### src/hdl/tlbarr_pkg.sv
// ----------------------------------------------------------------------------
// tlbarr_pkg
// shared constants, request codes and controller/datapath handshake types
// ----------------------------------------------------------------------------
package tlbarr_pkg;

   localparam int NUM_ENTRIES_DEF = 64;
   localparam int PAGE_BITS_DEF   = 20;
   localparam int ID_BITS_DEF     = 8;
   localparam int FRAME_BITS_DEF  = 20;

   localparam int FLAG_BITS       = 10;
   localparam int CNT_BITS        = 32;
   localparam int TYPE_BITS       = 3;
   localparam int MODE_BITS       = 2;

   // first-match search is split into groups of this size
   localparam int GROUP_SIZE      = 16;
   localparam int GROUP_IDX_BITS  = 4;

   localparam logic [TYPE_BITS-1:0] REQ_LOOKUP     = 3'd0;
   localparam logic [TYPE_BITS-1:0] REQ_INSERT     = 3'd1;
   localparam logic [TYPE_BITS-1:0] REQ_FLUSH_ALL  = 3'd2;
   localparam logic [TYPE_BITS-1:0] REQ_FLUSH_PAGE = 3'd3;
   localparam logic [TYPE_BITS-1:0] REQ_FLUSH_ID   = 3'd4;
   localparam logic [TYPE_BITS-1:0] REQ_UPDATE     = 3'd5;

   localparam logic [MODE_BITS-1:0] MODE_PT_ONLY   = 2'd2;

   typedef struct packed {
      logic capture;
      logic compare;
      logic group;
      logic select;
      logic apply;
      logic load_out;
   } cmd_type;

   typedef struct packed {
      logic out_free;
   } status_type;

endpackage

### src/hdl/tlbarr_ctrl.sv
// ----------------------------------------------------------------------------
// tlbarr_ctrl
// request sequencer: capture, compare, group search, select, apply, output
// ----------------------------------------------------------------------------
module tlbarr_ctrl
   import tlbarr_pkg::*;
(
   input  logic       clock,
   input  logic       reset,
   input  logic       req_tvalid,
   output logic       req_tready,
   input  status_type status,
   output cmd_type    cmd
);

   localparam logic [2:0] ST_IDLE   = 3'd0;
   localparam logic [2:0] ST_MATCH  = 3'd1;
   localparam logic [2:0] ST_GROUP  = 3'd2;
   localparam logic [2:0] ST_SELECT = 3'd3;
   localparam logic [2:0] ST_APPLY  = 3'd4;
   localparam logic [2:0] ST_OUT    = 3'd5;

   logic [2:0] state_ff;
   logic [2:0] state_in;

   always_comb begin
      state_in = state_ff;
      cmd      = '0;
      unique case (state_ff)
         ST_IDLE: begin
            if (req_tvalid) begin
               cmd.capture = 1'b1;
               state_in    = ST_MATCH;
            end
         end
         ST_MATCH: begin
            cmd.compare = 1'b1;
            state_in    = ST_GROUP;
         end
         ST_GROUP: begin
            cmd.group = 1'b1;
            state_in  = ST_SELECT;
         end
         ST_SELECT: begin
            cmd.select = 1'b1;
            state_in   = ST_APPLY;
         end
         ST_APPLY: begin
            cmd.apply = 1'b1;
            state_in  = ST_OUT;
         end
         ST_OUT: begin
            // wait here only while the previous result is still unclaimed
            if (status.out_free) begin
               cmd.load_out = 1'b1;
               state_in     = ST_IDLE;
            end
         end
         default: begin
            state_in = ST_IDLE;
         end
      endcase
   end

   always_ff @(posedge clock) begin
      if (reset) begin
         state_ff <= ST_IDLE;
      end else begin
         state_ff <= state_in;
      end
   end

   assign req_tready = (state_ff == ST_IDLE);

`ifndef SYNTHESIS
   a_cmd_onehot: assert property (@(posedge clock) disable iff (reset)
      $onehot0({cmd.capture, cmd.compare, cmd.group, cmd.select, cmd.apply, cmd.load_out}))
      else $error("more than one datapath command at once");

   a_apply_then_out: assert property (@(posedge clock) disable iff (reset)
      cmd.apply |=> (state_ff == ST_OUT) && !req_tready)
      else $error("apply not followed by output stage");

   a_capture_on_accept: assert property (@(posedge clock) disable iff (reset)
      cmd.capture == (req_tvalid && req_tready))
      else $error("capture does not match the request handshake");
`endif

endmodule

### config.mk
export PLATFORM = sky130hd
export DESIGN_NAME = tlbarr_ctrl
export DESIGN_NICKNAME = d
export VERILOG_FILES = /design/src/hdl/tlbarr_pkg.sv /design/src/hdl/tlbarr_ctrl.sv
export SDC_FILE = /design/constraint.sdc
export NUM_CORES = 1
export LEC_CHECK = 0
export BUFFER_PORTS_ARGS = -buffer_cell sky130_fd_sc_hd__clkbuf_2
export CAP_MARGIN = 10
export CORE_AREA = 8 8 45 47
export DETAILED_ROUTE_END_ITERATION = 6
export DIE_AREA = 0 0 53 55
export GPL_ROUTABILITY_DRIVEN = 0
export RECOVER_POWER = 50
export SKIP_CTS_REPAIR_TIMING = 1
export SYNTH_ARGS = -nofsm -noshare
export SYNTH_HDL_FRONTEND = slang
export SYNTH_SLANG_ARGS = --single-unit
export TNS_END_PERCENT = 30
### constraint.sdc
create_clock -name clock -period 1.4 [get_ports clock]
set_clock_uncertainty 0.1 [all_clocks]
set_input_delay 0.14 -clock clock [delete_from_list [all_inputs] [get_ports clock]]
set_output_delay 0.14 -clock clock [all_outputs]
set_load 0.05 [all_outputs]
### Word-level counts from Yosys, hierarchy flattened

Index checks and enable logic that the tools add are counted.

| word-level totals | value |
|---|---|
| register bits after elaboration | 3 |
| output and inout port bits | 7 |
| logic and storage cells | 21 |

| cells by class | value |
|---|---|
| multiplexer cells | 11 |
| reductions and logical operators | 2 |
| equal/unequal tests | 7 |

Operators with widths:

| operator | number |
|---|---|
| case mux 3 bit (6 select lines) | 1 |
| 2-to-1 mux 1 bit | 8 |
| == test 3 x 2 -> 1 bit (second input constant) | 2 |
| == test 3 bit (second input constant) | 2 |
| 2-to-1 mux 3 bit | 2 |
| != test 2 bit (second input constant) | 2 |
| == test 3 x 1 -> 1 bit (second input constant) | 1 |
| zero test 3 bit | 1 |
| AND reduction 2 bit | 1 |

### Depth between registers and ports, before layout

Gate-level depths: netlist (run 1).

| depth | value |
|---|---|
| depth after elaboration | 3 |
| depth in mapped cells | 4 |
| gate-level depth less buffers | 3 |

### Worst setup path after synthesis (run 1)

No wires, ideal clock.

| timing | value |
|---|---|
| path type | register to output |
| start point | register state_ff[1] |
| end point | output port cmd[5] (netlist bit) |
| required time | 1.160 ns |
| arrival time | 1.647 ns |
| setup slack | -0.487 ns |
| cell stages (with the launch flop) | 4 |
| cell sequence | dfxtp_1 -> buf_6 -> nor3_2 -> and2_1 |

RTL lines:

| element | line | source |
|---|---|---|
| from (decl) | tlbarr_ctrl.sv:23 | `logic [2:0] state_ff;` |
| from (signal assigned) | tlbarr_ctrl.sv:69 | `state_ff <= state_in;` |
| to (decl) | tlbarr_ctrl.sv:13 | `output cmd_type cmd` |

==> flow_metrics.tcl, run 1 <==
set metrics [dict create \
    outcome "complete, no violations" \
    start_kind "flip-flop" \
    synth_cells 23 \
    p_int_mw 0.283 \
    p_comb_share_pct 41.1 \
    routedWlPerCell_um 11.4 \
    drtIter0Drc 3 \
    areaGrowthSynthToFinish_pct 68.4 \
    syn_avg_cell_area_um2 9.63 \
    cts_tree "done" \
    port_buffers 10 \
    insertedDiodeCount 0 \
    p_per_area_nw_per_um2 1280 \
    worst-r2r-cell-count 3 \
    placed_cell_area_um2 312 \
    rsz0062_at_grt "true" \
    setup_slack_ns 0.0389 \
    fillCellCount 149 \
    grt.total_usage_pct 4.75 \
    yosys-top-cells-area "dfxtp_1 27%, buf_6 15%, nor3b_1 10%" \
    regMostFlops "state_ff" \
    hold_viol 0 \
    detailed_place_hpwl_um 443 \
    critPathMaxFanout 7 \
    syn_area_um2 221 \
    hold_path_depth 2 \
    worstSkewPairLatency_ns 0.24 \
    arrival_ns 1.12 \
    p_leak_nw 0.161 \
    switchingPower_mw 0.193 \
    start_util_pct 16.0 \
    core_area_um2 1380 \
    r2r_end "state_ff[0]$_SDFFE_PP0P_" \
    end_kind "output port" \
    nNetsFinal 42 \
    ys_types 14 \
    final_cells 53 \
    largest_reg_flops 3 \
    fin_hold_ws_ns 0.0137 \
    synth-seq-cells 3 \
    fmax_mhz 735 \
    synth_seq_area_share_pct 27.1 \
    yosys.area.top_type "dfxtp_1" \
    drv_slew 0 \
    cts.sink_count 3 \
    vdd_drop_max_mv 0.906 \
    clk_pin_slew_worst_paths_ns 0.04 \
    wl_um 603 \
    synth_edf_count 0 \
    yosys.area.top_type_share_pct 27.1 \
    cts_made_buffers 3 \
    synth_nets 27 \
    fin_crit_ns 1.36 \
    tns_ns 0 \
    dr.pass1.iters 4 \
    first_global_vias 225 \
    drive_gt1_share_pct 75.7 \
    maxCapViolations 0 \
    fin_crit_sh_pct 97.2 \
    grt_max_degree 10 \
    synth-warning-count 0 \
    p_clk_share_pct 33.5 \
    num_rows 14 \
    ant_nets 0 \
    yosys-top-cells-count "3 x buf_6, 3 x dfxtp_1, 3 x nor3_1, 3 x nor3b_1, 2 x inv_1" \
    die_h_um 55 \
    final_cell_area_um2 373 \
    max_slew_margin_pct 81.6 \
    antenna_found_initial 0 \
    r2r-start "state_ff[0]$_SDFFE_PP0P_" \
    r2r_slack_ns 0.28 \
    io_pins 11 \
    overflow 0 \
    cp.required_ns 1.16 \
    p_sw_share_pct 40.6 \
    top_regs "state_ff x3" \
    hold_path.startpoint "reset" \
    min_to "state_ff[2]$_SDFFE_PP0P_" \
    tightest_slew_ns 0.277 \
    grt_pass1_wl_um 931 \
    place_inst 49 \
    via_per_inst 4.21 \
    die_area_um2 2920 \
    root_buffer "clkbuf_4" \
    routed-via-count 223 \
    synthArstFlopShare_pct 0 \
    htreeDepth 1 \
    hold_class "in2reg" \
    criticalPathCategory "reg2out" \
    post-place-ws_ns 0.0411 \
    cts_buffer_depth 2 \
    drc_errors 0 \
    chipWidth_um 53 \
    setup_viol_count_final 0 \
    seqPwrFrac_pct 25.4 \
    synthFlopType "dfxtp_1" \
]
## routing by layer
metal | vias to the layer above | part of all wire [%] | track usage, % | routed length (um)
li1 | 108 | - | - | -
met1 | 98 | 42 | 4.56 | 251
met2 | 15 | 47 | 6.45 | 286
met3 | 2 | 7.0 | 2.41 | 42
met4 | 0 | 3.6 | 6.47 | 22
met5 | - | 0 | 0 | 0
## through the flow
step | utilization (%) | power (mW)
finish | 26.9 | 0.476
global route | 26.9 | 0.499
CTS | 24.4 | 0.469
detailed placement | 22.5 | 0.306
global placement | 22.5 | 0.305
floorplan | - | 0.265
## worst max path at each step
| stage | startpoint | end | cells after the start |
|---|---|---|---|
| 2_1_floorplan | state_ff[0]$_SDFFE_PP0P_ | cmd[4] | 2 |
| 3_3_place_gp | state_ff[0]$_SDFFE_PP0P_ | cmd[0] | 3 |
| 3_5_place_dp | state_ff[0]$_SDFFE_PP0P_ | cmd[0] | 3 |
| 4_1_cts | state_ff[0]$_SDFFE_PP0P_ | cmd[0] | 3 |
| 5_1_grt | state_ff[1]$_SDFFE_PP0P_ | cmd[5] | 3 |
| 6_report | state_ff[1]$_SDFFE_PP0P_ | cmd[5] | 3 |
## power by group through the flow
stage	logic (mW)	registers [mW]	clock network [mW]
3_3_place_gp	0.186	0.119	0
2_1_floorplan	0.165	0.0996	0
4_1_cts	0.189	0.118	0.163
6_report	0.196	0.121	0.160
3_5_place_dp	0.187	0.119	0
5_1_grt	0.205	0.124	0.169
## critical path, cell delays in order, from the launching register on
cell,delay (ns)
dfxtp_4,0.37
nor3_4,0.18
and2_1,0.14
buf_4,0.19
## cells in the final DEF, fill, tap and decap left out, drive strengths merged
cell / instances
nor3b: 3
nor2: 1
a2111oi: 1
nand2: 1
dfxtp: 3
and3b: 1
xnor2: 1
nor3: 4
inv: 2
clkbuf: 8
a31oi: 1
buf: 9
and2: 1
a21boi: 1
## cells by family (layout without fill, tap and decap cells)
kind of cell | count (synthesis) | in the layout | synth area share [%]
and+or+nand+nor | 11 | 11 | 32.2
xor gates and xnor gates | 1 | 1 | 3.96
buffers and inverters | 5 | 19 | 18.6
DFF | 3 | 3 | 27.1
AOI/OAI and AO/OA | 3 | 3 | 18.1
## layout make-up
| class | count | area [um2] | share of cell area (%) |
|---|---|---|---|
| well taps | 16 | 20.0 | 5.37 |
| inverters | 2 | 7.51 | 2.01 |
| multi-input cells | 15 | 149 | 39.9 |
| flip-flops and latches | 3 | 71.3 | 19.1 |
| repair buffers | 13 | 98.8 | 26.5 |
| clock buffers | 4 | 26.3 | 7.05 |
(Power assumes the default switching activity.)
==> inputs of run 2 (changes only) <==
ABC_AREA = 1   (was default)
==> flow_metrics.tcl, run 2 <==
set metrics [dict create \
    gr-usage-met1_pct 3.19 \
    top_regs "state_ff x3" \
    insertedDiodeCount 0 \
    via_per_inst 3.77 \
    hold_class "in2reg" \
    synth_edf_count 0 \
    grt_pass1_wl_um 745 \
    cp.required_ns 1.16 \
    layout_common_cells "8 x nor2_1, 7 x inv_1, 5 x clkbuf_4, 4 x buf_4, 3 x clkbuf_2" \
    ys_types 10 \
    start_util_pct 13.9 \
    cts_tree "done" \
    htreeDepth 1 \
    tightest_slew_ns 0.158 \
    synth-warning-count 0 \
    use_met2_pct 5.08 \
    largest_reg_flops 3 \
    end_kind "output port" \
    yosysMostFrequentCell "nor2_1" \
    port_buffers 10 \
    seqCellArea_um2 68.8 \
    fin_crit_sh_pct 95.9 \
    synthArstFlopShare_pct 0 \
    drive_gt1_share_pct 47.8 \
    ant_nets 0 \
    chipWidth_um 53 \
    grt_use_met3_pct 3.74 \
    yosys-top-cells-area "dfxtp_1 31%, nor2_1 19%, inv_1 14%" \
    vdd_drop_max_mv 0.317 \
    post-place-ws_ns 0.125 \
    worstSkewPairLatency_ns 0.23 \
    grt_max_degree 8 \
    overflow 0 \
    num_rows 14 \
    die_area_um2 2920 \
    cts_buffer_depth 2 \
    grt.total_usage_pct 4.15 \
    layout_commonest_cell "nor2_1" \
    syn_avg_cell_area_um2 6.22 \
    antenna_found_initial 0 \
    dr.pass1.iters 4 \
    syn_area_um2 193 \
    p_leak_nw 0.176 \
    die_h_um 55 \
    busiest_layer "met4" \
    fmax_mhz 745 \
    root_buffer "clkbuf_4" \
    core_area_um2 1380 \
    drtIter0Drc 6 \
    regMostFlops "state_ff" \
    critPathMaxFanout 7 \
    yosys.area.top_type_share_pct 31.2 \
    p_per_area_nw_per_um2 1270 \
    fin_crit_ns 1.34 \
    maxCapViolations 0 \
    hold_viol 0 \
    outcome "complete, no violations" \
    clk_pin_slew_worst_paths_ns 0.03 \
    arrival_ns 1.10 \
    setup_viol_count_final 0 \
    multi_input_area_um2 116 \
    yosys.area.top_type "dfxtp_1" \
    nNetsFinal 51 \
    synthFlopType "dfxtp_1" \
    wl_um 504 \
    drc_errors 0 \
    criticalPathCategory "reg2out" \
    max_slew_margin_pct 89.4 \
    start_kind "flip-flop" \
    fillCellCount 158 \
    synth_nets 35 \
    rsz0062_at_grt "true" \
    synth-seq-cells 3 \
    first_global_vias 183 \
    routedWlPerCell_um 8.13 \
    drv_slew 0 \
    synth_cells 31 \
    routed-via-count 234 \
    areaGrowthSynthToFinish_pct 81.8 \
    cts_made_buffers 3 \
    io_pins 11 \
    cts.sink_count 3 \
    synth_seq_area_share_pct 31.2 \
    tns_ns 0 \
    yosys-top-cells-count "10 x nor2_1, 7 x inv_1, 3 x dfxtp_1" \
    detailed_place_hpwl_um 406 \
    setup_slack_ns 0.0575 \
]
[run 2: path summary, 6_finish.rpt]
path,start,end,slack [ns],cells after the start
setup / recovery,state_ff[2]$_SDFFE_PP0P_,cmd[5],0.06,3
hold / removal,status,state_ff[2]$_SDFFE_PP0P_,0.14,4
setup reg to reg,state_ff[2]$_SDFFE_PP0P_,state_ff[0]$_SDFFE_PP0P_,0.39,5
hold reg to reg,state_ff[2]$_SDFFE_PP0P_,state_ff[1]$_SDFFE_PP0P_,0.50,3
[run 2: metal layers]
metal / part of all wire [%] / routed length [um] / up-vias
met5: 0 / 0 / -
met4: 1.4 / 7 / 0
met3: 15 / 76 / 2
met2: 48 / 244 / 9
met1: 35 / 175 / 95
li1: - / - / 128
[run 2: cells by family (layout without fill, tap and decap cells)]
family | after synthesis | after routing | synth area share (%)
AO/OA/AOI/OAI | 3 | 3 | 7.79
flip-flops | 3 | 3 | 31.2
buffers and inverters | 8 | 23 | 19.5
AND/OR/NAND/NOR | 17 | 17 | 41.6
[run 2: cell type report]
cell class,instances,area share (%)
clock buffers,4,7.50
inverters,7,7.50
multi-input cells,20,33.2
flip-flops and latches,3,19.6
well taps,16,5.71
repair buffers,12,26.4
[run 2: through the flow]
step,area (um2),hold slack [ns],util (%),instances,total power [mW]
3_5_place_dp,273,0.249,19.7,57,0.272
2_1_floorplan,206,0.112,-,31,0.239
6_report,350,0.139,25.3,62,0.446
3_3_place_gp,273,0.238,19.7,57,0.270
4_1_cts,299,-0.00353,21.6,61,0.433
5_1_grt,350,0.133,25.3,62,0.491
[run 2: critical path, cell delays in order, from the launching register on]
cell and delay [ns]:
dfxtp_4 0.36, buf_4 0.15, nor3_2 0.18, buf_6 0.18
[run 2: report_power, final]
part | internal [mW] | switching [mW]
clock network | 0.107 | 0.0449
registers | 0.0962 | 0.0191
logic | 0.0596 | 0.120
==> inputs of run 3 (changes only) <==
SETUP_SLACK_MARGIN = 0.05   (was default)
clock period = 1.6 ns   (was 1.4 ns; I/O delays follow)
==> flow_metrics.tcl, run 3 (synthesis gave the netlist of run 2 again) <==
set metrics [dict create \
    insertedDiodeCount 0 \
    fmax_mhz 700 \
    grt_pass1_wl_um 717 \
    clk_pin_slew_worst_paths_ns 0.04 \
    die_area_um2 2920 \
    top_regs "state_ff x3" \
    layout_commonest_cell "nor2_1" \
    nNetsFinal 49 \
    criticalPathCategory "reg2out" \
    outcome "complete, no violations" \
    crit_slowest_cell "dfxtp_1" \
    cts_made_buffers 3 \
    post-place-ws_ns 0.312 \
    drc_errors 0 \
    hold_class "in2reg" \
    num_rows 14 \
    layout_common_cells "10 x nor2_1, 8 x clkbuf_2, 7 x inv_1, 3 x nor3_2, 3 x clkbuf_4" \
    vdd_drop_max_mv 0.239 \
    setup_viol_count_final 0 \
    grt_max_degree 11 \
    htreeDepth 1 \
    start_kind "flip-flop" \
    root_buffer "clkbuf_4" \
    fin_hold_ws_ns 0.0218 \
    cp_num_buf_inv 2 \
    grt.total_usage_pct 3.66 \
    fillCellCount 157 \
    max_slew_margin_pct 81.3 \
    critical-path-top-delay-family "flip-flops" \
    fin_crit_ns 1.43 \
    tns_ns 0 \
    wl_um 486 \
    drive_gt1_share_pct 38.6 \
    worstPathCellList "inv_1 -> nor3_2 -> clkbuf_2" \
    start_util_pct 13.9 \
    arrival_ns 1.17 \
    maxCapViolations 0 \
    cp.required_ns 1.34 \
    worstSkewPairLatency_ns 0.23 \
    rsz0062_at_grt "false" \
    cp_slowest_stage_delay_ns 0.42 \
    routed-via-count 230 \
    first_global_vias 187 \
    end_kind "output port" \
    drtIter0Drc 8 \
    die_h_um 55 \
    p_per_area_nw_per_um2 1280 \
    largest_reg_flops 3 \
    routedWlPerCell_um 8.10 \
    final_cells 60 \
    cts_buffer_depth 2 \
    cts.sink_count 3 \
    via_per_inst 3.83 \
    ant_nets 0 \
    core_area_um2 1380 \
    cts_tree "done" \
    setup_slack_ns 0.171 \
    areaGrowthSynthToFinish_pct 50.0 \
    p_leak_nw 0.160 \
    port_buffers 10 \
    power_mw 0.370 \
    dr.pass1.iters 3 \
    io_pins 11 \
    tightest_slew_ns 0.281 \
    overflow 0 \
    antenna_found_initial 0 \
    drv_slew 0 \
    place_inst 56 \
    hold_viol 0 \
    chipWidth_um 53 \
    regMostFlops "state_ff" \
    critPathMaxFanout 6 \
    detailed_place_hpwl_um 396 \
    fin_crit_sh_pct 89.3 \
]
## run 3: metrics by stage
step,util (%),area (um2)
6_report,20.9,289
5_1_grt,20.9,289
4_1_cts,20.4,283
3_5_place_dp,18.5,256
3_3_place_gp,18.5,256
2_1_floorplan,-,198
## run 3: path summary, 6_finish.rpt
kind / from / end / slack [ns] / cells after the start
max: state_ff[0]$_SDFFE_PP0P_ / cmd[4] / 0.17 / 3
min: reset / state_ff[2]$_SDFFE_PP0P_ / 0.02 / 2
max reg2reg: state_ff[1]$_SDFFE_PP0P_ / state_ff[0]$_SDFFE_PP0P_ / 0.58 / 5
min reg2reg: state_ff[1]$_SDFFE_PP0P_ / state_ff[1]$_SDFFE_PP0P_ / 0.54 / 3
## run 3: cell type report
| class | instances | area, um2 | share of cell area [%] |
|---|---|---|---|
| Sequential cell | 3 | 61.3 | 21.2 |
| Inverter | 7 | 26.3 | 9.09 |
| Multi-Input combinational cell | 20 | 100 | 34.6 |
| Timing Repair Buffer | 10 | 55.1 | 19.0 |
| Clock buffer | 4 | 26.3 | 9.09 |
| Tap cell | 16 | 20.0 | 6.93 |
## run 3: routing by layer
metal  track usage [%]  up-vias  routed length (um)
li1                  -      120                   -
met1              3.33      100                 193
met2              5.27        8                 222
met3              2.41        2                  56
met4              3.88        0                  13
met5                 0        -                   0
## run 3: power breakdown
part           switching (mW)  internal, mW  total [mW]
logic                   0.100        0.0369       0.137
clock network          0.0423        0.0937       0.136
registers              0.0132        0.0835      0.0966
total                   0.156         0.214       0.370
